==> config.mk <==
export PLATFORM = sky130hd
export DESIGN_NAME = nmqm_ctrl
export DESIGN_NICKNAME = d
export VERILOG_FILES = /design/src/nmqm_pkg.sv /design/src/nmqm_ctrl.sv
export VERILOG_INCLUDE_DIRS = /design/src /design/src/src
export SDC_FILE = /design/constraint.sdc
export NUM_CORES = 1
export LEC_CHECK = 0
export BUFFER_PORTS_ARGS = -buffer_cell sky130_fd_sc_hd__buf_4
export CAP_MARGIN = 20
export CORE_AREA = 2 2 39 41
export CTS_CLUSTER_DIAMETER = 100
export CTS_CLUSTER_SIZE = 14
export DETAILED_ROUTE_END_ITERATION = 7
export DIE_AREA = 0 0 41 43
export SLEW_MARGIN = 25
export SYNTH_ARGS = -nofsm -noshare
export SYNTH_HDL_FRONTEND = slang
export SYNTH_SLANG_ARGS = --single-unit
==> constraint.sdc <==
create_clock -name i_clk -period 0.9 [get_ports i_clk]
set_input_delay 0.09 -clock i_clk [delete_from_list [all_inputs] [get_ports i_clk]]
set_output_delay 0.09 -clock i_clk [all_outputs]
set_load 0.05 [all_outputs]
==> src/named_multi_queue_mailbox_top_assert.svh <==
// ----------------------------------------------------------------------------
// Assertion macros for the mailbox block
// Shared concurrent check forms, clocked and disabled by an active-low reset.
// ----------------------------------------------------------------------------
`ifndef NAMED_MULTI_QUEUE_MAILBOX_TOP_ASSERT_SVH
`define NAMED_MULTI_QUEUE_MAILBOX_TOP_ASSERT_SVH

// Condition holds at every edge outside reset.
`define MQ_ASSERT_ALWAYS(label, clk, rst_n, cond, msg) \
    label: assert property (@(posedge clk) disable iff (!rst_n) (cond)) \
        else $error(msg);

// Antecedent implies consequent in the same cycle.
`define MQ_ASSERT_IMP(label, clk, rst_n, ante, cons, msg) \
    label: assert property (@(posedge clk) disable iff (!rst_n) (ante) |-> (cons)) \
        else $error(msg);

// Antecedent implies consequent in the next cycle.
`define MQ_ASSERT_NXT(label, clk, rst_n, ante, cons, msg) \
    label: assert property (@(posedge clk) disable iff (!rst_n) (ante) |=> (cons)) \
        else $error(msg);

`endif

==> src/nmqm_pkg.sv <==
// ----------------------------------------------------------------------------
// Mailbox package
// Field widths, operation and status codes, controller states and the
// command and status groups between controller and datapath.
// ----------------------------------------------------------------------------
package nmqm_pkg;

    localparam int QUEUE_SLOTS_DEF = 8;
    localparam int QUEUE_DEPTH_DEF = 16;
    localparam int NAME_BYTES_DEF  = 8;

    localparam int OP_W     = 3;
    localparam int KEY_W    = 64;
    localparam int PAY_W    = 32;
    localparam int STATUS_W = 3;
    localparam int COUNT_W  = 5;

    typedef enum logic [OP_W-1:0] {
        OP_OPEN    = 3'd0,
        OP_CLOSE   = 3'd1,
        OP_SEND    = 3'd2,
        OP_RECEIVE = 3'd3,
        OP_PENDING = 3'd4
    } t_op;

    typedef enum logic [STATUS_W-1:0] {
        ST_OK        = 3'd0,
        ST_NOT_FOUND = 3'd1,
        ST_FULL      = 3'd2,
        ST_NO_SLOT   = 3'd3,
        ST_EMPTY     = 3'd4
    } t_status;

    typedef enum logic [2:0] {
        S_IDLE,
        S_MATCH,
        S_LOOKUP,
        S_EXEC,
        S_FETCH,
        S_DONE
    } t_state;

    typedef struct packed {
        logic load;
        logic match;
        logic lookup;
        logic exec;
        logic fetch;
    } t_cmd;

    typedef struct packed {
        logic need_fetch;
    } t_dp_sts;

    typedef struct packed {
        logic [KEY_W-1:0] sender;
        logic [PAY_W-1:0] payload;
    } t_msg;

endpackage

==> src/nmqm_ctrl.sv <==
// ----------------------------------------------------------------------------
// Mailbox controller
// Sequences one request word through match, lookup, execute and, for a receive that pops a message, fetch.
// ----------------------------------------------------------------------------
`include "named_multi_queue_mailbox_top_assert.svh"

module nmqm_ctrl (
    input  logic              i_clk,
    input  logic              i_rst_n,
    input  logic              i_in_valid,
    output logic              o_in_ready,
    output logic              o_out_valid,
    input  logic              i_out_ready,
    input  nmqm_pkg::t_dp_sts i_sts,
    output nmqm_pkg::t_cmd    o_cmd
);
    import nmqm_pkg::*;

    t_state r_state;
    t_state n_state;

    always_ff @(posedge i_clk) begin
        if (!i_rst_n) begin
            r_state <= S_IDLE;
        end else begin
            r_state <= n_state;
        end
    end

    always_comb begin
        n_state     = r_state;
        o_cmd       = '0;
        o_in_ready  = 1'b0;
        o_out_valid = 1'b0;
        unique case (r_state)
            S_IDLE: begin
                // hold ready low while reset is applied
                o_in_ready = i_rst_n;
                if (i_in_valid) begin
                    o_cmd.load = 1'b1;
                    n_state    = S_MATCH;
                end
            end
            S_MATCH: begin
                o_cmd.match = 1'b1;
                n_state     = S_LOOKUP;
            end
            S_LOOKUP: begin
                o_cmd.lookup = 1'b1;
                n_state      = S_EXEC;
            end
            S_EXEC: begin
                o_cmd.exec = 1'b1;
                n_state    = i_sts.need_fetch ? S_FETCH : S_DONE;
            end
            S_FETCH: begin
                o_cmd.fetch = 1'b1;
                n_state     = S_DONE;
            end
            S_DONE: begin
                o_out_valid = 1'b1;
                if (i_out_ready) begin
                    n_state = S_IDLE;
                end
            end
            default: begin
                n_state = S_IDLE;
            end
        endcase
    end

    `MQ_ASSERT_ALWAYS(a_one_side, i_clk, i_rst_n, !(o_in_ready && o_out_valid), "ready with result pending")
    `MQ_ASSERT_IMP(a_exec_lat, i_clk, i_rst_n, r_state == S_EXEC, $past(o_in_ready && i_in_valid, 3), "execute without accepted word")
    `MQ_ASSERT_IMP(a_fetch_src, i_clk, i_rst_n, r_state == S_FETCH, $past(i_sts.need_fetch), "fetch without receive")

endmodule

## Word level (Yosys, flattened, before mapping)

Cells that the tools add are included.

| operators by class | value |
|---|---|
| reduce and logical (&&, ||, !) cells | 2 |
| eq/ne operators | 7 |
| multiplexer cells | 12 |

Operator list:

| kind | number |
|---|---|
| $pmux W3 S6 | 1 |
| $mux W1 | 9 |
| $eq A3 B2 Y1 const B | 2 |
| $eq A3 B3 Y1 const B | 2 |
| $mux W3 | 2 |
| $ne A2 B2 Y1 const B | 2 |
| $eq A3 B1 Y1 const B | 1 |
| $logic_not A3 Y1 | 1 |
| $reduce_and A2 Y1 | 1 |

| word-level totals | value |
|---|---|
| output and inout port bits | 7 |
| word-level logic and storage cells | 22 |
| register bits after elaboration | 3 |

## Logic depth before layout (Yosys ltp)

Gate-level depths: netlist (run 1).

| logic depth | value |
|---|---|
| word-level depth | 3 |
| mapped depth | 3 |
| gate-level depth less buffers | 3 |

## Least setup slack after synthesis (run 1)

Ideal clock, no wire load.

| timing path | value |
|---|---|
| path kind | register to register |
| from | reg r_state[0] |
| to | reg r_state[2] |
| stages on the path, launching flop included | 3 |
| required time | 840 ps |
| slack | -512 ps |
| arrival time | 1351 ps |
| library setup time | 60 ps |
| period minus slack after synthesis | 1412 ps |
| cells stage by stage | dfxtp_1 -> nor3b_2 -> o21a_1 |

| on the way | value |
|---|---|
| longest elaborated chain between the ends | 3 |

RTL lines:

| element | line | source |
|---|---|---|
| start: declaration | nmqm_ctrl.sv:19 | `t_state r_state;` |
| start signal: assignment | nmqm_ctrl.sv:26 | `r_state <= n_state;` |
| $eq A3 B3 Y1 / $logic_not A3 Y1 (equally long branches) | nmqm_ctrl.sv:35 | `unique case (r_state)` |
| $ne A2 B2 Y1 (no source line) | -- |  |
| $reduce_and A2 Y1 (no source line) | -- |  |

Several ways; a longest one is shown, not always the timed one.
A chain may end at the register's enable or synchronous reset.

==> impl_summary.md, run 1 <==
Logic synthesis
The count of warnings emitted by yosys is 0. The count of flip-flops with a built-in enable after synthesis is 0. The share of synthesized area in the top cell type comes to 32.65%. The flip-flop and latch count after synthesis is 3.

In the synthesized netlist the dominant register cell turns out to be sky130_fd_sc_hd__dfxtp_1. The library cell occupying the most area in the post-synthesis netlist is sky130_fd_sc_hd__dfxtp_1. The sequential area share after synthesis is 32.65%. The post-synth net total is 25. The most frequent cell after synthesis is sky130_fd_sc_hd__dfxtp_1. The number of distinct library cells after synthesis is 14. The post-synth design cell area is 183.9 µm². The mean instance size in the synthesized netlist is 9.196 µm². Counting every instance in the synthesized netlist gives 20. Sorting the synthesized cells by area gives the leading types as sky130_fd_sc_hd__dfxtp_1 33%, sky130_fd_sc_hd__nor3b_2 14%, sky130_fd_sc_hd__o21a_1 8.2%, sky130_fd_sc_hd__and2_1 6.8%, sky130_fd_sc_hd__nor3_2 5.4%. The fraction of registers with async set/reset is 0%. Sorting the synthesized cells by how often they occur yields 3 x sky130_fd_sc_hd__dfxtp_1, 2 x sky130_fd_sc_hd__and2_1, 2 x sky130_fd_sc_hd__nor2_1, 2 x sky130_fd_sc_hd__nor3b_2, 2 x sky130_fd_sc_hd__o21a_1.

Route
The remaining routing DRC violations is 0. The final layout contains routed wiring with a total length of 515 µm. In this run the remaining antenna-violating nets after routing total 0.

After detailed routing, the average wire length per cell comes to 8.879 µm. Dividing the detail-routed via count by the number of cells gives 3.741. The via count of the routed design is 217. The number of detailed-route iterations in the first pass is 1.

The starting DRC count in detailed routing is 0.

Clock network
The level count of the clock H-tree is 1. The number of buffers created by CTS is 3. In this run, post-CTS hold repair placed 0 buffers. The later pin in the worst-skew pair is clocked with a latency of 0.23 ns. The number of buffers on the longest clock path is 2. The sink count of the clock tree is 3. The tree is rooted in a sky130_fd_sc_hd__clkbuf_4.

Clock-pin slew was measured on the worst setup and hold paths at 0.04 ns. TritonCTS built the clock tree.

Placement
The number of placed instances, taps included, is 51. Summing all placed instances gives a cell area of 352.8 µm². The routability congestion estimate is 0.7328. The number of port buffers is 11.

STA
The final setup slack of the worst path is -0.2954 ns. The final critical delay including setup and external delays is 1.195 ns. The final setup violation count is 10. The slew at the pin with the worst max-slew slack is 0.1888 ns. The total count of max-transition violations in the final report is 0. The maximum clock frequency is 0.8366 GHz.

Headroom to the max-slew limit came out at 87.40%. The clock skew after layout is 0.003843 ns. Setup repair after global routing could not meet its margin everywhere. Summed over all failing endpoints, the final setup total negative slack is -2.236 ns.

The part of the cycle the worst path needs is 132.8%. The number of failing hold endpoints at the final stage is 0.

Floorplan
The region available for standard cell placement spans 1384 µm². The starting density of the core is 13.29%. Pin placement for this block handled 12 I/O pins. The floorplan step set the die height to 43 µm. The count of standard-cell rows is 14. The floorplan step defined a die boundary enclosing 1763 µm². The floorplan die width is 41 µm.

Layout
The flip-flop and latch area is 68.82 µm². The synthesis-to-layout area growth is 153.7%. The number of fill cells in the layout is 151. The non-filler instance count after layout is 58. In the final layout, the multi-input gates occupy 158.9 µm². Counting flops per register, the top entry is r_state. The net count of the finished layout is 48.

Cells with a size suffix above 1 make up 83.33% of the layout. The flip-flop count of the largest register after layout is 3. The largest registers in the layout are r_state: 3 flops.

The cell area after layout is 466.7 µm². The antenna diode count is 0.

Worst setup path
In this run the worst path has a maximum fanout of 4. By startpoint and endpoint, the worst setup path is classified as reg -> out. Data on the critical path is required at its endpoint by 0.81 ns. The data arrival time of the worst path is 1.11 ns. The worst setup path is launched from a register. Setup slack on the worst reg-to-reg path comes out at -0.17 ns. The worst setup path is captured at an output pin.

GRT
The total routing usage reported by global routing is 7.638%. The number of antenna violations at the first check in global routing was 0. The via count of the first global-routing pass is 239. Summed over all layers, the global routing overflow is 0. The first-pass GRT wire length is 841 µm. Entering global routing, the biggest net connects 7 pins.

Power
Net switching is 35.46% of the power. Summed over all nets, the switching power comes to 0.0002676 W. The worst-case IR drop observed on VDD is 0.5011 mV. The power per cell area is 1617 nW/µm². The relative contribution of combinational cells to total power is 44.7%.

The internal portion of total power is 0.0004870 W. The clock network accounts for 31.0% of the total power. The sequential cell fraction of total power is 24.3%.

The static leakage is 0.2000 nW.

Outcome
The run finished, with violations left. The final reports fail on setup timing.

Hold path
The class of the tightest hold or removal check is in -> reg.

Flow run
The number of max-cap violations is 0.
-- cells by family (layout without fill, tap and decap cells) --
| family | count (synthesis) | after routing | synth area share [%] |
|---|---|---|---|
| compound gates | 5 | 5 | 20.40 |
| buf+inv | 1 | 23 | 2.039 |
| simple gates | 11 | 11 | 44.90 |
| flops | 3 | 3 | 32.65 |
-- routing by layer --
metal	global-route usage [%]	share of wire, %	vias to the layer above	wire length [µm]
li1	-	-	118	-
met1	7.097	40	94	208
met2	11.25	55	5	283
met3	1.571	4.5	0	23
met4	10.00	0	0	0
met5	0	0	-	0
-- power by group through the flow --
stage               combinational [W]  clock (W)  sequential, W
floorplan                    0.000181          0       0.000178
global placement             0.000267          0       0.000175
detailed placement           0.000269          0       0.000175
CTS                          0.000312   0.000252       0.000176
global route                 0.000354   0.000261       0.000185
finish                       0.000338   0.000234       0.000183
-- final timing paths --
kind | startpoint | endpoint | cells after the start
max reg2reg | r_state[2]$_SDFFE_PN0P_ | r_state[1]$_SDFFE_PN0P_ | 5
max | r_state[2]$_SDFFE_PN0P_ | o_cmd[3] | 3
min | i_rst_n | r_state[2]$_SDFFE_PN0P_ | 2
min reg2reg | r_state[0]$_SDFFE_PN0P_ | r_state[0]$_SDFFE_PN0P_ | 2
-- layout make-up --
class / count / share of cell area, %
clock buffer: 4 / 5.630
inverter: 1 / 1.877
multi-input combinational: 16 / 34.05
sequential: 3 / 14.75
tap: 16 / 4.290
timing repair buffer: 18 / 39.41
-- critical path, cell delays in order, from the launching register on --
cell and delay [ns]:
sky130_fd_sc_hd__dfxtp_2 0.34, sky130_fd_sc_hd__buf_6 0.13, sky130_fd_sc_hd__nor3b_4 0.21, sky130_fd_sc_hd__buf_6 0.19
-- per-stage QoR --
stage / setup WS (ns) / total power [W] / util (%) / hold WS [ns]
after floorplan: -0.2612 / 0.0003587 / - / 0.2071
after global placement: -0.1029 / 0.0004425 / 25.50 / 0.3391
after detailed placement: -0.1130 / 0.0004435 / 25.50 / 0.3432
after CTS: -0.3021 / 0.0007401 / 31.65 / 0.09349
after global routing: -0.3429 / 0.0007997 / 33.73 / 0.1020
final: -0.2954 / 0.0007546 / 33.73 / 0.1021
-- placed cells by master (no fill, tap or decap), types with 2 or more instances in the layout --
cell	Yosys	routed
sky130_fd_sc_hd__buf_4	0	8
sky130_fd_sc_hd__and2_4	0	2
sky130_fd_sc_hd__dfxtp_4	0	2
sky130_fd_sc_hd__buf_8	0	3
sky130_fd_sc_hd__o21a_1	2	2
sky130_fd_sc_hd__nor3b_4	0	2
sky130_fd_sc_hd__buf_6	0	7
sky130_fd_sc_hd__clkbuf_4	0	3
sky130_fd_sc_hd__nor3_4	0	2
-- repair_timing --
action	4_1_cts	5_1_grt
setup endpoints to repair	9	10
setup buffers	2	1
gates cloned	0	0
gates resized for setup	12	6
pin swaps	2	2
No activity file was read; power rests on OpenSTA's default activity.
==> inputs of run 2 (changes only) <==
- CELL_PAD_IN_SITES_DETAIL_PLACEMENT: unset -> 1
- CELL_PAD_IN_SITES_GLOBAL_PLACEMENT: unset -> 1
- PLACE_DENSITY_LB_ADDON: unset -> 0.1
==> impl_summary.md, run 2 (synthesis gave the netlist of run 1 again) <==
Outcome
Run status: finished, violations left (unchanged). Violations in the final reports: setup timing (unchanged).

Flow run
The number of max-cap violations is 0 (unchanged).

Worst setup path
The capturing element type of the critical path is an output pin (unchanged). Critical Path, Cell by Cell: buf_6 > nor3b_4 > buf_6 (unchanged). The type of the worst setup path is reg -> out (unchanged).

The launching element type of the critical path is a register (unchanged). The data arrival time of the worst path came to 1.12 ns (was 1.11 ns). The largest incremental delay on the critical path is 0.35 ns (was 0.34 ns). The most common cell type on the critical path is sky130_fd_sc_hd__buf_6 (unchanged). The library cell contributing the largest single delay on the critical path was sky130_fd_sc_hd__dfxtp_4 (was sky130_fd_sc_hd__dfxtp_2). The critical-path maximum fanout is 4 (unchanged).

The endpoint required time on the critical path is 0.81 ns (about the same). The family with the most delay on the worst path was flip-flops (unchanged). The number of buffer and inverter stages on the critical path was 2 (unchanged).

Route
The number of detailed-route iterations in the first pass came to 2 (was 1). The total detailed-routing wirelength is 641 µm (was 515 µm). The via count of the routed design is 243 (was 217). The starting DRC count in detailed routing is 1 (was 0). The average via count per standard cell came to 4.119 (was 3.741). The remaining routing DRC violations is 0 (unchanged). The number of nets with antenna violations after detailed routing is 0 (unchanged).

The detail-routed net length per standard cell is 10.86 µm (was 8.879 µm).

Power
The peak ir drop on the vdd network is 0.6637 mV (was 0.5011 mV). The power per cell area came to 1621 nW/µm² (was 1617 nW/µm²). The static leakage is 0.2040 nW (was 0.2000 nW). The overall power of the completed layout came to 0.0007810 W (was 0.0007546 W).

STA
The part of the cycle the worst path needs is 135.0% (was 132.8%). The final critical delay including setup and external delays was 1.215 ns (was 1.195 ns). The number of failing hold endpoints at the final stage is 0 (unchanged). The slew at the pin with the worst max-slew slack came to 0.1739 ns (was 0.1888 ns). The worst hold margin is 0.09428 ns (was 0.1021 ns). The sum of negative setup slack is -2.220 ns (was -2.236 ns). Setup repair after global routing missed its margin: yes (unchanged). The maximum clock frequency was 0.8231 GHz (was 0.8366 GHz). The final setup violation count was 10 (unchanged). The worst slew margin relative to its limit is 88.39% (was 87.40%). The clock skew after layout came to 0.003637 ns (was 0.003843 ns). The total count of max-transition violations in the final report is 0 (unchanged).

The final setup slack of the worst path came to -0.3149 ns (was -0.2954 ns).

Layout
Leading cell types in the layout, fill and taps excluded: 9 x sky130_fd_sc_hd__buf_4, 8 x sky130_fd_sc_hd__buf_6, 3 x sky130_fd_sc_hd__clkbuf_4, 3 x sky130_fd_sc_hd__dfxtp_4 (was 8 x sky130_fd_sc_hd__buf_4, 7 x sky130_fd_sc_hd__buf_6, 3 x sky130_fd_sc_hd__clkbuf_4, 3 x sky130_fd_sc_hd__buf_8). The number of fill cells in the layout is 165 (was 151). The area occupied by multi-input gates is 167.7 µm² (was 158.9 µm²). The flip-flop and latch area is 71.32 µm² (was 68.82 µm²). The antenna diode count is 0 (unchanged). The commonest non-fill, non-tap cell in the layout is sky130_fd_sc_hd__buf_4 (unchanged). The number of nets at the end of the flow was 49 (was 48). The non-filler instance count after layout is 59 (was 58). Largest registers ranked by flip-flop count: r_state: 3 flops (unchanged). The flip-flop count of the largest register after layout is 3 (unchanged). The fraction of layout instances using a drive strength above 1 is 83.72% (was 83.33%). The synthesis-to-layout area growth is 161.9% (was 153.7%).

The register with the most flip-flops was r_state (unchanged).

Clock network
The root buffer selected by CTS is sky130_fd_sc_hd__clkbuf_4 (unchanged). The hold-fix buffer count after cts was 0 (unchanged). The number of buffers created by CTS is 3 (unchanged). The clock transition at the registers of the reported paths is 0.04 ns (about the same). The sink count of the clock tree is 3 (unchanged). The insertion delay to the later sink of the worst-skew pair is 0.24 ns (was 0.23 ns). The number of buffers on the longest clock path was 2 (unchanged). The level count of the clock H-tree came to 1 (unchanged). The CTS tree is done (unchanged).

Floorplan
The area enclosed by the die boundary came to 1763 µm² (unchanged). The floorplan die width is 41 µm (unchanged). The count of pins on the block boundary came to 12 (unchanged). The starting density of the core was 13.29% (unchanged). The area inside the core boundary is 1384 µm² (unchanged).

The count of standard-cell rows was 14 (unchanged). The die outline height was 43 µm (unchanged).

GRT
The number of antenna violations at the first check in global routing is 0 (unchanged). The total routing usage reported by global routing is 10.74% (was 7.638%). The via count of the first global-routing pass was 269 (was 239).

The maximum number of pins on one net before global-route repair is 6 (was 7). The first-pass GRT wire length was 1166 µm (was 841 µm). The sum of overflow across all layers after global routing is 0 (unchanged).

Placement
The routability congestion estimate is 0.7014 (was 0.7328). The post-DP HPWL is 484.8 µm. The number of port buffers came to 11 (unchanged). The number of placed cells counting well taps is 53 (was 51).

Hold path
The class of the tightest hold or removal check is in -> reg (unchanged).
run 2: cell count changes in the layout (fill, tap and decap cells not counted), sizes merged:
cell	delta
buf	+1
run 2: layer usage:
layer / routed length (µm) / up-vias / share of wire, % / GRT usage [%]
met5: 0 / - / 0 / 0
met4: 24 / 0 / 3.7 / 10.00
met3: 29 / 2 / 4.5 / 3.141
met2: 335 / 9 / 52 / 14.06
met1: 252 / 111 / 39 / 13.18
li1: - / 121 / - / -
run 2: cell type report:
class                   count  area share [%]
repair buffers             19           38.96
multi-input cells          16           34.81
flip-flops and latches      3           14.81
clock buffers               4           5.455
well taps                  16           4.156
inverters                   1           1.818
run 2: where the power goes:
| group | internal, W | switching, W | total, W | leakage [nW] |
|---|---|---|---|---|
| registers | 0.000147 | 0.0000302 | 0.000177 | 0.0267 |
| clock network | 0.000167 | 0.0000803 | 0.000247 | 0.0150 |
| logic | 0.000178 | 0.000178 | 0.000356 | 0.162 |
| total | 0.000492 | 0.000289 | 0.000781 | 0.204 |
run 2: timing repair:
item	4_1_cts	5_1_grt
buffers inserted	1	1
pin swaps	2	5
resized for setup	16	4
setup endpoints to repair	9	10
gates cloned	0	0
run 2: path summary, 6_finish.rpt:
kind,start,to,slack (ns),cells after the start
worst max-delay path,r_state[2]$_SDFFE_PN0P_,o_cmd[1],-0.31,3
worst min-delay path,i_rst_n,r_state[2]$_SDFFE_PN0P_,0.09,2
worst max register to register,r_state[0]$_SDFFE_PN0P_,r_state[1]$_SDFFE_PN0P_,-0.11,4
worst min register to register,r_state[0]$_SDFFE_PN0P_,r_state[0]$_SDFFE_PN0P_,0.69,3
run 2: metrics by stage:
stage          setup slack (ns)  area, µm²  utilization, %
6_report                -0.3149      481.7           34.81
5_1_grt                 -0.3572      481.7           34.81
4_1_cts                 -0.3105      456.7           33.00
3_5_place_dp            -0.1170      367.9           26.58
3_3_place_gp           -0.08444      367.9           26.58
2_1_floorplan           -0.2612      220.2               -
==> inputs of run 3 (changes only) <==
- SKIP_CTS_REPAIR_TIMING: unset -> 1
- TNS_END_PERCENT: unset -> 30
==> impl_summary.md, run 3 (synthesis gave the netlist of run 1 again) <==
Route
The wire length on met1 came to 217 µm (was 252 µm). The detail-routed net length per standard cell was 10.85 µm (was 10.86 µm). The number of nets with antenna violations after detailed routing is 0 (unchanged). The total met2 wirelength after detailed routing is 300 µm (was 335 µm). The average via count per standard cell is 4.109 (was 4.119).

The remaining routing DRC violations is 0 (unchanged). The via count of the routed design was 226 (was 243). The routed length on met3 is 59 µm (was 29 µm). The number of detailed-route iterations in the first pass is 1 (was 2). The starting DRC count in detailed routing is 0 (was 1). The total detailed-routing wirelength is 597 µm (was 641 µm).

The highest routed metal layer is met4 (unchanged).

Worst setup path
The capturing element type of the critical path is an output pin (unchanged). The library cell contributing the largest single delay on the critical path is sky130_fd_sc_hd__dfxtp_4 (unchanged). The family with the most delay on the worst path is flip-flops (unchanged). The most common cell type on the critical path is sky130_fd_sc_hd__buf_6 (unchanged).

The data arrival time of the worst path is 1.13 ns (was 1.12 ns). The largest incremental delay on the critical path is 0.36 ns (was 0.35 ns). The type of the worst setup path is reg -> out (unchanged).

The endpoint required time on the critical path is 0.81 ns (about the same). The critical-path maximum fanout is 3 (was 4). The launching element type of the critical path is a register (unchanged). The number of buffer and inverter stages on the critical path is 2 (unchanged). Critical Path, Cell by Cell: buf_6 > nor3b_4 > buf_6 (unchanged).

Clock network
The level count of the clock H-tree is 1 (unchanged). The number of buffers on the longest clock path was 2 (unchanged). The insertion delay to the later sink of the worst-skew pair is 0.24 ns (about the same). The CTS tree is done (unchanged). The sink count of the clock tree was 3 (unchanged). The clock transition at the registers of the reported paths is 0.04 ns (about the same). The number of buffers created by CTS is 3 (unchanged). The root buffer selected by CTS is sky130_fd_sc_hd__clkbuf_4 (unchanged).

Power
The portion of total power attributed to the clock network was 32.2% (was 31.7%). The internal portion of total power is 0.0004711 W (was 0.0004922 W). The sequential cell fraction of total power was 24.5% (was 22.7%). The power spent charging and discharging nets is 0.0002709 W (was 0.0002888 W).

The power per cell area came to 1670 nW/µm² (was 1621 nW/µm²). The static leakage is 0.1838 nW (was 0.2040 nW). The peak ir drop on the vdd network was 0.8624 mV (was 0.6637 mV). The fraction of power spent switching nets is 36.51% (was 36.98%). The overall power of the completed layout came to 0.0007419 W (was 0.0007810 W).

The relative contribution of combinational cells to total power is 43.2% (was 45.6%).

Layout
The synthesis-to-layout area growth is 141.5% (was 161.9%). The fraction of layout instances using a drive strength above 1 was 79.49% (was 83.72%). Largest registers ranked by flip-flop count: r_state: 3 flops (unchanged).

The register with the most flip-flops is r_state (unchanged). The post-layout utilization of the core was 32.10% (was 34.81%). Leading cell types in the layout, fill and taps excluded: 6 x sky130_fd_sc_hd__buf_4, 6 x sky130_fd_sc_hd__buf_6, 3 x sky130_fd_sc_hd__clkbuf_4, 3 x sky130_fd_sc_hd__dfxtp_4 (was 9 x sky130_fd_sc_hd__buf_4, 8 x sky130_fd_sc_hd__buf_6, 3 x sky130_fd_sc_hd__clkbuf_4, 3 x sky130_fd_sc_hd__dfxtp_4).

The number of nets at the end of the flow came to 45 (was 49). The non-filler instance count after layout was 55 (was 59). The antenna diode count is 0 (unchanged). The flip-flop count of the largest register after layout came to 3 (unchanged).

STA
The total count of max-transition violations in the final report is 0 (unchanged). The final setup slack of the worst path is -0.3154 ns (was -0.3149 ns). The final setup violation count came to 8 (was 10). The maximum clock frequency is 0.8228 GHz (was 0.8231 GHz).

The clock skew after layout came to 0.001055 ns (was 0.003637 ns). Setup repair after global routing missed its margin: yes (unchanged). The slew at the pin with the worst max-slew slack is 0.1795 ns (was 0.1739 ns).

The final critical delay including setup and external delays is 1.215 ns (about the same). The worst hold margin is 0.09897 ns (was 0.09428 ns). The sum of negative setup slack is -1.957 ns (was -2.220 ns). The worst slew margin relative to its limit is 88.02% (was 88.39%).

The number of failing hold endpoints at the final stage is 0 (unchanged). The part of the cycle the worst path needs was 135.0% (about the same).

Placement
The number of placed cells counting well taps is 50 (was 53). The post-DP HPWL is 433.8 µm (was 484.8 µm). The routability congestion estimate came to 0.6452 (was 0.7014). The number of port buffers came to 11 (unchanged).

Floorplan
The count of pins on the block boundary is 12 (unchanged). The area inside the core boundary is 1384 µm² (unchanged). The area enclosed by the die boundary is 1763 µm² (unchanged). The count of standard-cell rows is 14 (unchanged). The starting density of the core is 13.29% (unchanged). The die outline height is 43 µm (unchanged). The floorplan die width is 41 µm (unchanged).

GRT
The maximum number of pins on one net before global-route repair is 9 (was 6). The sum of overflow across all layers after global routing is 0 (unchanged). The first-pass GRT wire length came to 924 µm (was 1166 µm).

The via count of the first global-routing pass is 217 (was 269). The number of antenna violations at the first check in global routing is 0 (unchanged). The total routing usage reported by global routing came to 8.918% (was 10.74%).

Outcome
Violations in the final reports: setup timing (unchanged). Run status: finished, violations left (unchanged).

Flow run
The number of max-cap violations came to 0 (unchanged).

Hold path
The class of the tightest hold or removal check is in -> reg (unchanged).
run 3: cell type report:
cell class,instances,area (µm²)
inverter,1,6.256
timing repair buffer,15,162.7
sequential,3,71.32
tap,16,20.02
multi-input combinational,16,157.7
clock buffer,4,26.28
fill,158,939.7
run 3: final timing paths:
kind                                               from                 endpoint  slack [ns]  cells after the start
worst max-delay path            r_state[2]$_SDFFE_PN0P_                 o_cmd[3]       -0.32                      3
worst min-delay path                            i_rst_n  r_state[2]$_SDFFE_PN0P_         0.1                      2
worst max register to register  r_state[2]$_SDFFE_PN0P_  r_state[0]$_SDFFE_PN0P_       -0.05                      4
worst min register to register  r_state[0]$_SDFFE_PN0P_  r_state[0]$_SDFFE_PN0P_        0.61                      2
run 3: stage by stage:
step	setup WS, ns	instance area [µm²]
4_1_cts	-0.4098	366.6
3_3_place_gp	-0.1543	340.3
2_1_floorplan	-0.2612	215.2
5_1_grt	-0.3756	444.2
3_5_place_dp	-0.1437	340.3
6_report	-0.3154	444.2
run 3: power groups by stage:
stage                     logic [W]  clock network, W  registers (W)
after CTS                  0.000262          0.000253       0.000179
final                      0.000321          0.000239       0.000182
after global placement     0.000261                 0       0.000182
after global routing       0.000341          0.000267       0.000186
after detailed placement   0.000260                 0       0.000181
after floorplan            0.000173                 0       0.000178
run 3: routing by layer:
layer | GRT usage (%) | up-vias
li1 | - | 111
met1 | 8.946 | 101
met2 | 10.63 | 12
met3 | 6.283 | 2
met4 | 10.00 | 0
met5 | 0 | -
